[src/hw/rtl/lufmm_pkg.sv]
// ----------------------------------------------------------------------------
// lufmm_pkg: shared types and constants of the largest-user flush manager
// Operation codes, result codes and the sequencer state type.
// ----------------------------------------------------------------------------
`default_nettype none

package lufmm_pkg;

	localparam int TOTAL_W = 44;
	localparam int OP_W    = 2;
	localparam int ID_W    = 4;
	localparam int CODE_W  = 3;

	localparam logic [TOTAL_W-1:0] LIMIT_RESET = 44'd268435456;

	typedef enum logic [OP_W-1:0] {
		OP_UPDATE = 2'd0,
		OP_UNREG  = 2'd1,
		OP_WRITE  = 2'd2,
		OP_FLUSH  = 2'd3
	} op_t;

	typedef enum logic [CODE_W-1:0] {
		CODE_OK         = 3'd0,
		CODE_FLUSH      = 3'd1,
		CODE_CANNOT     = 3'd2,
		CODE_NO_GAIN    = 3'd3,
		CODE_BUSY       = 3'd4,
		CODE_UNEXPECTED = 3'd5
	} code_t;

	typedef enum logic [3:0] {
		ST_IDLE,
		ST_READ,
		ST_SUB,
		ST_ADD,
		ST_GAIN,
		ST_LIMIT,
		ST_SCAN,
		ST_DECIDE,
		ST_DONE
	} state_t;

endpackage

`default_nettype wire

[src/hw/rtl/largest_user_flush_memory_manager.sv]
// ----------------------------------------------------------------------------
// largest_user_flush_memory_manager: per-client usage table with flush picks
// Tracks client usage and a running total; asks the largest client to flush.
// ----------------------------------------------------------------------------
// Usage:
//   Input channel (in_valid/in_stall) carries one transaction per usage event:
//   op, client_id, usage_bytes. Output channel (out_valid/out_stall) returns
//   exactly one transaction per input: code, flush_client, total_usage.
//   Config channel (cfg_valid/cfg_ready) writes usage_limit; always ready,
//   write it only while the block is idle.
// Flow (one item at a time, in_stall high while an item is in work): busy,
//   unexpected flush done, out-of-range update or unregister go straight
//   to the result, an out-of-range write to the limit compare; the rest
//   read the entry and drop its old usage from the total; all but unregister
//   then add the new one. A flush done checks its gain, and a write or flush
//   done compares the total with the limit; a flush pick adds a scan of the
//   table through its single read port and the shared adder.
// Reset: clears the valid marks, the total, the pending-flush state and the
//   limit (to its reset value). The usage memory is not cleared; an entry
//   only ever counts once its valid mark is set.
// Receiver stall: the finished result is held in the output register; the
//   next item is still accepted and worked on, and waits in its final state
//   until the output register frees up.
// ----------------------------------------------------------------------------
`default_nettype none

module largest_user_flush_memory_manager #(
	parameter int MAX_CLIENTS = 16,
	parameter int USAGE_BITS  = 40
) (
	input  wire logic                          clk,
	input  wire logic                          arst_n,
	// input channel
	input  wire logic                          in_valid,
	output logic                               in_stall,
	input  wire logic [lufmm_pkg::OP_W-1:0]    op,
	input  wire logic [lufmm_pkg::ID_W-1:0]    client_id,
	input  wire logic [USAGE_BITS-1:0]         usage_bytes,
	// output channel
	output logic                               out_valid,
	input  wire logic                          out_stall,
	output logic      [lufmm_pkg::CODE_W-1:0]  code,
	output logic      [lufmm_pkg::ID_W-1:0]    flush_client,
	output logic      [lufmm_pkg::TOTAL_W-1:0] total_usage,
	// configuration channel
	input  wire logic                          cfg_valid,
	output logic                               cfg_ready,
	input  wire logic [lufmm_pkg::TOTAL_W-1:0] cfg_data
);
	import lufmm_pkg::*;

	localparam int IDX_W = (MAX_CLIENTS > 1) ? $clog2(MAX_CLIENTS) : 1;
	localparam int CNT_W = $clog2(MAX_CLIENTS + 1);
	localparam int ALU_W = (USAGE_BITS > TOTAL_W) ? USAGE_BITS : TOTAL_W;

	// usage memory, one entry per client
	logic [USAGE_BITS-1:0] mem [MAX_CLIENTS];
	logic [USAGE_BITS-1:0] rdata_q;

	state_t                state_q, state_d;
	logic [MAX_CLIENTS-1:0] valid_q;
	logic [TOTAL_W-1:0]    total_q;
	logic [TOTAL_W-1:0]    limit_q;
	logic                  await_q;
	logic [IDX_W-1:0]      flush_q;
	logic [USAGE_BITS-1:0] ubf_q;

	// current item
	op_t                   op_q;
	logic [IDX_W-1:0]      tgt_q;
	logic [USAGE_BITS-1:0] bytes_q;
	code_t                 code_q;
	logic [ID_W-1:0]       who_q;

	// scan of the table
	logic [CNT_W-1:0]      scan_cnt_q;
	logic                  cmp_live_q;
	logic [IDX_W-1:0]      cmp_idx_q;
	logic [USAGE_BITS-1:0] best_q;
	logic [IDX_W-1:0]      best_idx_q;

	// output register
	logic                  out_valid_q;
	code_t                 out_code_q;
	logic [ID_W-1:0]       out_who_q;
	logic [TOTAL_W-1:0]    out_total_q;

	logic                  in_take;
	logic                  out_free;
	logic                  id_in_range;
	logic                  scan_end;
	logic                  scan_rd;
	logic                  scan_better;
	logic [ALU_W-1:0]      alu_a, alu_b, alu_res;
	logic                  alu_sub, alu_nb;

	assign in_stall    = (state_q != ST_IDLE);
	assign in_take     = in_valid && !in_stall;
	assign out_free    = !out_valid_q || !out_stall;
	assign id_in_range = 9'(client_id) < 9'(MAX_CLIENTS);
	assign scan_end    = (scan_cnt_q == CNT_W'(MAX_CLIENTS));
	assign scan_rd     = (scan_cnt_q < CNT_W'(MAX_CLIENTS));
	// borrow on best - entry means the entry is strictly larger
	assign scan_better = cmp_live_q && valid_q[cmp_idx_q] && !alu_nb;

	assign cfg_ready    = 1'b1;
	assign out_valid    = out_valid_q;
	assign code         = out_code_q;
	assign flush_client = out_who_q;
	assign total_usage  = out_total_q;

	lufmm_alu #(.W(ALU_W)) u_alu (
		.a         (alu_a),
		.b         (alu_b),
		.sub       (alu_sub),
		.res       (alu_res),
		.no_borrow (alu_nb)
	);

	// next state
	always_comb begin
		state_d = state_q;
		unique case (state_q)
			ST_IDLE: begin
				if (in_take) begin
					if (op_t'(op) == OP_FLUSH) begin
						state_d = await_q ? ST_READ : ST_DONE;
					end else if (await_q) begin
						state_d = ST_DONE;
					end else if (id_in_range) begin
						state_d = ST_READ;
					end else if (op_t'(op) == OP_WRITE) begin
						state_d = ST_LIMIT;
					end else begin
						state_d = ST_DONE;
					end
				end
			end
			ST_READ:   state_d = ST_SUB;
			ST_SUB:    state_d = (op_q == OP_UNREG) ? ST_DONE : ST_ADD;
			ST_ADD: begin
				unique case (op_q)
					OP_WRITE: state_d = ST_LIMIT;
					OP_FLUSH: state_d = ST_GAIN;
					default:  state_d = ST_DONE;
				endcase
			end
			ST_GAIN:   state_d = alu_nb ? ST_DONE : ST_LIMIT;
			ST_LIMIT:  state_d = alu_nb ? ST_SCAN : ST_DONE;
			ST_SCAN:   state_d = scan_end ? ST_DECIDE : ST_SCAN;
			ST_DECIDE: state_d = ST_DONE;
			ST_DONE:   state_d = out_free ? ST_IDLE : ST_DONE;
			default:   state_d = ST_IDLE;
		endcase
	end

	// shared adder operands
	always_comb begin
		alu_a   = '0;
		alu_b   = '0;
		alu_sub = 1'b0;
		unique case (state_q)
			ST_SUB: begin
				alu_a   = ALU_W'(total_q);
				alu_b   = ALU_W'(rdata_q);
				alu_sub = 1'b1;
			end
			ST_ADD: begin
				alu_a   = ALU_W'(total_q);
				alu_b   = ALU_W'(bytes_q);
			end
			ST_GAIN: begin
				alu_a   = ALU_W'(bytes_q);
				alu_b   = ALU_W'(ubf_q);
				alu_sub = 1'b1;
			end
			ST_LIMIT: begin
				alu_a   = ALU_W'(total_q);
				alu_b   = ALU_W'(limit_q);
				alu_sub = 1'b1;
			end
			ST_SCAN: begin
				alu_a   = ALU_W'(best_q);
				alu_b   = ALU_W'(rdata_q);
				alu_sub = 1'b1;
			end
			default: begin
				alu_a   = '0;
			end
		endcase
	end

	// usage memory: written when an item adds its usage, read for the target and during the scan
	always_ff @(posedge clk) begin
		if (state_q == ST_ADD) begin
			mem[tgt_q] <= bytes_q;
		end
		if (state_q == ST_READ) begin
			rdata_q <= mem[tgt_q];
		end else if (state_q == ST_SCAN && scan_rd) begin
			rdata_q <= mem[scan_cnt_q[IDX_W-1:0]];
		end
	end

	// control state
	always_ff @(posedge clk or negedge arst_n) begin
		if (!arst_n) begin
			state_q     <= ST_IDLE;
			valid_q     <= '0;
			total_q     <= '0;
			limit_q     <= LIMIT_RESET;
			await_q     <= 1'b0;
			flush_q     <= '0;
			ubf_q       <= '0;
			scan_cnt_q  <= '0;
			cmp_live_q  <= 1'b0;
			out_valid_q <= 1'b0;
		end else begin
			state_q <= state_d;
			if (cfg_valid && cfg_ready) begin
				limit_q <= cfg_data;
			end
			if (in_take && op_t'(op) == OP_FLUSH) begin
				await_q <= 1'b0;
			end
			unique case (state_q)
				ST_SUB: begin
					// drop the old usage from the total
					if (valid_q[tgt_q]) begin
						total_q <= alu_res[TOTAL_W-1:0];
					end
					if (op_q == OP_UNREG) begin
						valid_q[tgt_q] <= 1'b0;
					end
				end
				ST_ADD: begin
					total_q        <= alu_res[TOTAL_W-1:0];
					valid_q[tgt_q] <= 1'b1;
				end
				ST_LIMIT: begin
					scan_cnt_q <= '0;
					cmp_live_q <= 1'b0;
				end
				ST_SCAN: begin
					scan_cnt_q <= scan_cnt_q + CNT_W'(1);
					cmp_live_q <= scan_rd;
				end
				ST_DECIDE: begin
					if (best_q != '0) begin
						await_q <= 1'b1;
						flush_q <= best_idx_q;
						ubf_q   <= best_q;
					end
				end
				default: begin
				end
			endcase
			// load a finished result, or drop the one the receiver took
			if (state_q == ST_DONE && out_free) begin
				out_valid_q <= 1'b1;
			end else if (out_valid_q && !out_stall) begin
				out_valid_q <= 1'b0;
			end
		end
	end

	// item payload and scan results
	always_ff @(posedge clk) begin
		unique case (state_q)
			ST_IDLE: begin
				if (in_take) begin
					op_q    <= op_t'(op);
					tgt_q   <= (op_t'(op) == OP_FLUSH) ? flush_q : IDX_W'(client_id);
					bytes_q <= usage_bytes;
					who_q   <= '0;
					if (op_t'(op) == OP_FLUSH) begin
						code_q <= await_q ? CODE_OK : CODE_UNEXPECTED;
					end else begin
						code_q <= await_q ? CODE_BUSY : CODE_OK;
					end
				end
			end
			ST_GAIN: begin
				if (alu_nb) begin
					code_q <= CODE_NO_GAIN;
				end
			end
			ST_LIMIT: begin
				best_q     <= '0;
				best_idx_q <= '0;
			end
			ST_SCAN: begin
				cmp_idx_q <= scan_cnt_q[IDX_W-1:0];
				if (scan_better) begin
					best_q     <= rdata_q;
					best_idx_q <= cmp_idx_q;
				end
			end
			ST_DECIDE: begin
				if (best_q == '0) begin
					code_q <= CODE_CANNOT;
					who_q  <= '0;
				end else begin
					code_q <= CODE_FLUSH;
					who_q  <= ID_W'(best_idx_q);
				end
			end
			ST_DONE: begin
				if (out_free) begin
					out_code_q  <= code_q;
					out_who_q   <= who_q;
					out_total_q <= total_q;
				end
			end
			default: begin
			end
		endcase
	end

	// the client being waited on always holds a valid entry
	a_await_valid: assert property (@(posedge clk) disable iff (!arst_n)
		await_q |-> valid_q[flush_q])
		else $error("awaited flush client is not valid");

	// a flush request leaves the block waiting for that flush
	a_flush_waits: assert property (@(posedge clk) disable iff (!arst_n)
		(state_q == ST_DONE && code_q == CODE_FLUSH) |-> await_q)
		else $error("flush request without pending flush");

	// an empty scan result never turns into a flush request
	a_zero_cannot: assert property (@(posedge clk) disable iff (!arst_n)
		(state_q == ST_DECIDE && best_q == '0) |=> (code_q == CODE_CANNOT && !await_q))
		else $error("zero largest usage not reported as cannot release");

	// the scan stops after the last entry
	a_scan_bound: assert property (@(posedge clk) disable iff (!arst_n)
		(state_q == ST_SCAN) |-> (scan_cnt_q <= CNT_W'(MAX_CLIENTS)))
		else $error("scan counter ran past the table");

endmodule

`default_nettype wire

[src/hw/rtl/lufmm_alu.sv]
// ----------------------------------------------------------------------------
// lufmm_alu: shared add/subtract unit
// One adder used for total updates and for every magnitude compare.
// ----------------------------------------------------------------------------
`default_nettype none

module lufmm_alu #(
	parameter int W = 44
) (
	input  wire logic [W-1:0] a,
	input  wire logic [W-1:0] b,
	input  wire logic         sub,
	output logic      [W-1:0] res,
	output logic              no_borrow
);
	logic [W:0] sum;

	// subtract as a plus inverted b plus one; carry out set means a >= b
	assign sum       = {1'b0, a} + {1'b0, b ^ {W{sub}}} + (W+1)'(sub);
	assign res       = sum[W-1:0];
	assign no_borrow = sum[W];

endmodule

`default_nettype wire

[config.mk]
export PLATFORM = sky130hd
export DESIGN_NAME = largest_user_flush_memory_manager
export DESIGN_NICKNAME = d
export VERILOG_FILES = /design/src/hw/rtl/lufmm_pkg.sv /design/src/hw/rtl/largest_user_flush_memory_manager.sv /design/src/hw/rtl/lufmm_alu.sv
export SDC_FILE = /design/constraint.sdc
export NUM_CORES = 1
export LEC_CHECK = 0
export BUFFER_PORTS_ARGS = -buffer_cell sky130_fd_sc_hd__buf_2
export CORE_MARGIN = 3
export CORE_UTILIZATION = 63
export DETAILED_ROUTE_END_ITERATION = 10
export HOLD_SLACK_MARGIN = 0.03
export PLACE_DENSITY_LB_ADDON = 0.08
export SETUP_SLACK_MARGIN = 0.05
export SLEW_MARGIN = 10
export SYNTH_ARGS = -nofsm -noshare
export SYNTH_HDL_FRONTEND = slang
export SYNTH_SLANG_ARGS = --single-unit
export TNS_END_PERCENT = 5
[constraint.sdc]
create_clock -name clk -period 7.7 [get_ports clk]
set_clock_uncertainty 0.15 [all_clocks]
set_input_delay 1.54 -clock clk [delete_from_list [all_inputs] [get_ports clk]]
set_output_delay 1.54 -clock clk [all_outputs]
set_load 0.05 [all_outputs]
* Word level (Yosys, flattened, before mapping)
Memories as Yosys holds them, arrays and structs flattened. A register that Yosys moved wholly into a read port is not among the register bits.
Index checks and enable logic that the tools add are counted.
** Cells by class
- $add $sub $neg :: 3
- Order comparisons :: 4
- Reduce and logical (&&, ||, !) cells :: 34
- Bitwise gates (word level) :: 4
- Mux-type cells :: 51
- Equality and inequality tests :: 18
** Operators with widths (number)
- $pmux 44 s4 :: 1
- $pmux 44 s3 :: 1
- $mux 40 :: 3
- $pmux 44 s2 :: 1
- $pmux 40 s2 :: 1
- $mux 4 :: 13
- $add 44x44->45 :: 1
- $add 45x1->45 :: 1
- $mux 44 :: 1
- $xor 44x44->44 :: 1
- $logic_not 40->1 :: 1
- $reduce_bool 40->1 :: 1
- $pmux 4 s9 :: 1
- $pmux 16 s2 :: 1
- $pmux 4 s2 :: 3
- $and 16x16->16 :: 1
- $eq 4x3->1 const B :: 4
- $mux 16 :: 1
- $not 16->16 :: 1
- $or 16x16->16 :: 1
- $mux 3 :: 5
- $reduce_and 2->1 :: 7
- $mux 1 :: 12
- $lt 4x5->1 const B :: 2
- other kinds (28) :: 49
** Word-level totals
- Memories kept :: 1
- Word-level logic and storage cells :: 137
- Input bits :: 95
- Bits in writable memories :: 640
- Register bits after elaboration :: 352
- Output and inout port bits :: 54
** Memories
- mem :: words 16, width 40, read ports 2, clocked after Yosys merged registers in 1, wr ports 1, RTL line largest_user_flush_memory_manager.sv:57 : logic [USAGE_BITS-1:0] mem [MAX_CLIENTS];

* Longest topological paths before layout
- Depth in word-level cells :: 10
- Mapped depth :: 20
- Mapped depth without buffers :: 16

* Cells and area by module
Synthesis repeated with hierarchy kept, for this count alone.
** Unflattened totals
- Cell total of the unflattened synthesis :: 2682
- Area, all modules :: 46677.3 um^2
** By module, submodules not included
- largest_user_flush_memory_manager :: cells each 2315, times used 1, area each 43980.9 um^2
- lufmm_alu :: cells each 367, times used 1, area each 2696.3 um^2

* Least setup slack after synthesis
OpenSTA, ideal clock, no wires.
- Path type :: register to register
- Start point :: reg state_q[3]
- End point :: reg best_idx_q[0], enable pin
- Arrival :: 5.895 ns
- Setup slack :: 1.194 ns
- Stages on the path, launching flop included :: 19
- Required time :: 7.089 ns
- Cell sequence :: dfrtp_1 > clkbuf_1 > nand2b_1 > clkbuf_1 > nor3_1 > clkbuf_1 > buf_1 > a222oi_1 > inv_1 > ha_1 > clkbuf_1 > a21oi_1 > nand3b_1 > o211ai_1 > nand3_1 > o21ai_0 > a21bo_2 > nand2_1 > o22ai_1
** Between the ends
- Longest elaborated chain between the ends :: 10
- Elaborated cells on any way between the ends :: 19
- Those cells by class :: 2 x add/sub; 6 x eq/ne; 3 x mux; 1 x bitwise; 7 x reduce/logical
** RTL lines
- start, declared :: RTL line largest_user_flush_memory_manager.sv:60 : state_t state_q, state_d;
- start signal, assigned :: RTL line largest_user_flush_memory_manager.sv:219 : state_q <= state_d;
- $eq 4x3->1, or another cell as far along :: RTL line largest_user_flush_memory_manager.sv:162, largest_user_flush_memory_manager.sv:269
- $reduce_or 2->1 (no line) / $reduce_or 4->1 (equally long branches)
- $pmux 44 s4 / $mux 1 (equally long branches) :: RTL line largest_user_flush_memory_manager.sv:162 : unique case (state_q)
- $xor 44x44->44 :: RTL line lufmm_alu.sv:19 : assign sum = {1'b0, a} + {1'b0, b ^ {W{sub}}} + (W+1)'(sub);
- $add 44x44->45 :: RTL line lufmm_alu.sv:19
- $add 45x1->45 :: RTL line lufmm_alu.sv:19
- $logic_not 1->1 :: RTL line largest_user_flush_memory_manager.sv:104 : assign scan_better = cmp_live_q && valid_q[cmp_idx_q] && !alu_nb;
- $logic_and 1x1->1 :: RTL line largest_user_flush_memory_manager.sv:104
- $ne 2x2->1 (no line)
- $reduce_and 2->1 (no line) *
- end signal, assigned :: RTL line largest_user_flush_memory_manager.sv:296 : best_idx_q <= cmp_idx_q;
- end, declared :: RTL line largest_user_flush_memory_manager.sv:80 : logic [IDX_W-1:0] best_idx_q;
Every way passes the cells marked *; elsewhere a longest branch is shown, timed or not.
A chain may end at the register's enable or synchronous reset.

* Final worst setup path
- Start point :: reg state_q[3]
- End point :: reg best_q[27], enable pin
** Between the ends
- Longest elaborated chain between the ends :: 10
- Elaborated cells on any way between the ends :: 19
- Those cells by class :: 2 x add/sub; 6 x eq/ne; 3 x mux; 1 x bitwise; 7 x reduce/logical
** RTL lines
- $eq 4x3->1, or another cell as far along :: RTL line largest_user_flush_memory_manager.sv:162, largest_user_flush_memory_manager.sv:269
- $reduce_or 2->1 (no line) / $reduce_or 4->1 (equally long branches)
- $pmux 44 s4 / $mux 1 (equally long branches) :: RTL line largest_user_flush_memory_manager.sv:162
- $xor 44x44->44 :: RTL line lufmm_alu.sv:19
- $add 44x44->45 :: RTL line lufmm_alu.sv:19
- $add 45x1->45 :: RTL line lufmm_alu.sv:19
- $logic_not 1->1 :: RTL line largest_user_flush_memory_manager.sv:104
- $logic_and 1x1->1 :: RTL line largest_user_flush_memory_manager.sv:104
- $ne 2x2->1 (no line)
- $reduce_and 2->1 (no line) *
- end signal, assigned :: RTL line largest_user_flush_memory_manager.sv:295 : best_q <= rdata_q;
- end, declared :: RTL line largest_user_flush_memory_manager.sv:79 : logic [USAGE_BITS-1:0] best_q;
Marked as above.

==> out/qor.csv <==
stage,metric,value,unit
floorplanning,# rows,98,
yosys,synth cell count leaders,"edfxtp_1 (832), mux4_2 (409), dfrtp_1 (159), nand2_1 (141), mux2_2 (135)",
worst_setup_path,"critical path fanouts, max",68,
worst_setup_path,critical path's top delay family,compound AO/OA/AOI/OAI gates,
sta,Slew @ Worst Pin,1190,ps
clock_network,TritonCTS Sinks,996,
clock_network,CTS tree,done,
drt,DRC,0,
floorplanning,Core ar.,72200,sq um
sta,RSZ-0062 raised after global routing,no,
worst_setup_path,"slowest stage delay, CP",800,ps
yosys,most common cell in the synthesized netlist,edfxtp_1,
power_and_ir_drop,VDD IR max,0.296,mV
sta,Max Freq,168,MHz
power_and_ir_drop,Clk pwr share,26.3,%
placement,DP HPWL,70000,um
floorplanning,DIE AREA,77000,sq um
yosys,post-synthesis cell count,2678,
power_and_ir_drop,Internal Power,12.2,mW
power_and_ir_drop,combinational share of power,31.6,%
global_route,antenna violations before repair,7,
sta,post-route clock period utilization,77.2,%
clock_network,Post-CTS Hold Buffers,0,
final_layout,Synth-to-Final Area Change,10.9,%
power_and_ir_drop,Switching Share,33.1,%
final_layout,fraction of layout instances using a drive strength above 1,32.6,%
sta,"Setup violations, final",0,
drt,residual antenna-violating net count after detailed routing,0,
floorplanning,Die Width,278,um
yosys,Post-synth EDFFs,832,
sta,fin. max-slew vios,0,
placement,# port buffers,147,
clock_network,Post-CTS Setup Inserts,0,
yosys,"Seq/Total Area, Yosys",62.6,%
yosys,Yosys top cell by area,edfxtp_1,
worst_setup_path,Startpoint Class,flip-flop,
worst_setup_path,crit path capture type,flip-flop,
sta,worst rel slew slack,20.6,%
sta,Final Hold Viols,0,
drt,initial DRC count,3734,
worst_setup_path,Worst EP arrival,6080,ps
final_layout,area of the multi-input gates,16600,sq um
floorplanning,initial core utilization,64.3,%
drt,total vias in the final route,27300,
yosys,Synthesis Warnings,0,
yosys,Netlist Area Pre-Place,46400,sq um
yosys,syn avg cell area,17.3,sq um
clock_network,CTS Buffer Depth,3,
worst_setup_path,kind of critical path,reg2reg,
final_layout,final instance area,51500,sq um
final_layout,FF+latch area,29100,sq um
global_route,first-pass GRT wire length,181000,um
sta,Setup Total Neg Slack,0,ps
floorplanning,Die Height,278,um
yosys,share of the synthesized area in the top cell type,53.8,%
drt,routed wire length per instance,31.8,um
worst_setup_path,crit path max-delay cell type,nor3_2,
global_route,remaining global-route overflow,0,
worst_setup_path,CP bufs+invs,2,
worst_setup_path,Worst EP required,7830,ps
drt,Initial DRT Pass Iterations,9,
clock_network,cts bufs inserted,102,
final_layout,Filler cells,4452,
power_and_ir_drop,static leakage,17.7,nW
yosys,Post-synth ARST share,16.1,%
sta,Final min period,5950,ps
placement,"Cell Area, Placed",48200,sq um
power_and_ir_drop,PwrDens,354,nW/um^2
drt,WL final,121000,um
yosys,largest cells by area after synthesis,"edfxtp_1 (54%), mux4_2 (20%), dfrtp_1 (8.6%)",
status,status,completed,
final_layout,nets,2920,
drt,vias per cell,7.16,
yosys,"FF+latch count, synth",996,
yosys,Synth Flop Type,edfxtp_1,
placement,gp weighted congestion,0.926,
global_route,GRT Util Overall,31.9,%
clock_network,htree depth,3,
yosys,post-synthesis net count,2820,
global_route,largest net degree at the start of global routing,145,
min_path,Min-Delay Path Class,reg2reg,
power_and_ir_drop,NetSw,6.05,mW
clock_network,PostCTS Resize Cnt,0,
worst_setup_path,CP Cell Sequence,nand2b_1 -> nor3_2 -> buf_12 -> a21oi_1 -> a22o_1 -> ha_1 -> a21oi_1 -> nand3b_1 -> o211ai_1 -> nand3_1 -> o21ai_0 -> a21bo_2 -> nand2_1 -> o22ai_4 -> buf_4,
yosys,post-synth cell types,74,
power_and_ir_drop,Reg power frac,42.1,%
clock_network,Clock transition at path regs,60,ps
floorplanning,IO Count,149,
clock_network,"Clk Latency, worst-skew pair",670,ps
global_route,vias in the first global route,27400,
clock_network,CTS root buffer,clkbuf_16,
worst_setup_path,crit-path most repeated cell,a21oi_1,
flow_run,Max-Cap Viols,0,
[stage by stage]
stage	cells	total power, mW	worst slack [ps]	util [%]	hold WS [ps]
after global routing	3814	19.0	1290	71.3	288
after global placement	3624	13.4	2020	66.8	254
after CTS	3814	18.3	1820	71.3	275
after detailed placement	3624	13.5	1840	66.8	256
after floorplan	2678	11.8	1190	-	250
final	3816	18.2	1750	71.3	274
[kinds of logic after synthesis]
kind of cell	share of synthesized area, %
mux	23.2
simple gates	4.02
buf+inv	2.18
compound gates	6.06
fa+ha+maj	1.28
other cells	0.00807
flops	62.6
xor+xnor	0.622
[power by group through the flow]
stage	Sequential (mW)	Clock, mW	Combinational (mW)
global placement	7.74	0	5.62
CTS	7.67	4.85	5.75
global route	7.78	5.07	6.16
detailed placement	7.77	0	5.69
finish	7.67	4.81	5.76
floorplan	7.35	0	4.40
[routing by layer]
metal	vias to the layer above	GRT usage, %	share of wire (%)
met5	-	0	0
met3	282	4.64	9.3
li1	11200	-	-
met1	14200	47.3	39
met4	0	10.1	3.6
met2	1634	50.2	48
[final timing paths]
kind	slack [ps]	cells after the start	start	endpoint
worst max-delay path	1750	15	state_q[3]	best_q[27]
worst min-delay path	270	0	who_q[1]	flush_client[1]
worst max register to register	1750	15	state_q[3]	best_q[27]
worst min register to register	270	0	who_q[1]	flush_client[1]
max in group asynchronous	5070	2	arst_n	ubf_q[29]
min in group asynchronous	870	1	arst_n	out_valid
[layout by cell type (no fill, tap or decap), types with 18 or more instances in the layout]
| master | n |
|---|---|
| o21ai_0 | 109 |
| a22o_1 | 33 |
| mux4_2 | 409 |
| clkinv_1 | 22 |
| clkbuf_16 | 104 |
| a22oi_1 | 39 |
| inv_1 | 62 |
| a21oi_1 | 88 |
| nor2_1 | 49 |
| ha_1 | 46 |
| a222oi_1 | 39 |
| xnor2_1 | 21 |
| mux2_2 | 135 |
| nand3_1 | 29 |
| and2_1 | 53 |
| buf_4 | 39 |
| a21o_1 | 23 |
| nand2_1 | 141 |
| buf_2 | 146 |
| dfrtp_1 | 155 |
| clkbuf_1 | 26 |
| edfxtp_1 | 832 |
| nor2_4 | 18 |
[flip-flops by register name (all words and copies together), names as in the netlist, named ones only]
register / cells
total_usage: 44
bytes_q: 40
flush_client: 4
ubf_q: 40
mem: 640
state_q: 4
op_q: 2
who_q: 4
limit_q: 44
code: 3
cmp_live_q: 1
rdata_q: 40
scan_cnt_q: 5
code_q: 3
cmp_idx_q: 4
out_valid: 1
total_q: 44
await_q: 1
best_idx_q: 4
flush_q: 4
best_q: 40
tgt_q: 4
[cell type report]
cell class,instances,area share [%]
multi-input combinational,1423,32.2
antenna,2,0.00972
timing repair buffer,190,2.16
clock buffer,139,5.48
tap,950,2.31
clock inverter,51,0.887
inverter,65,0.474
sequential,996,56.5
Note: power is estimated with default switching activity, not from simulation.
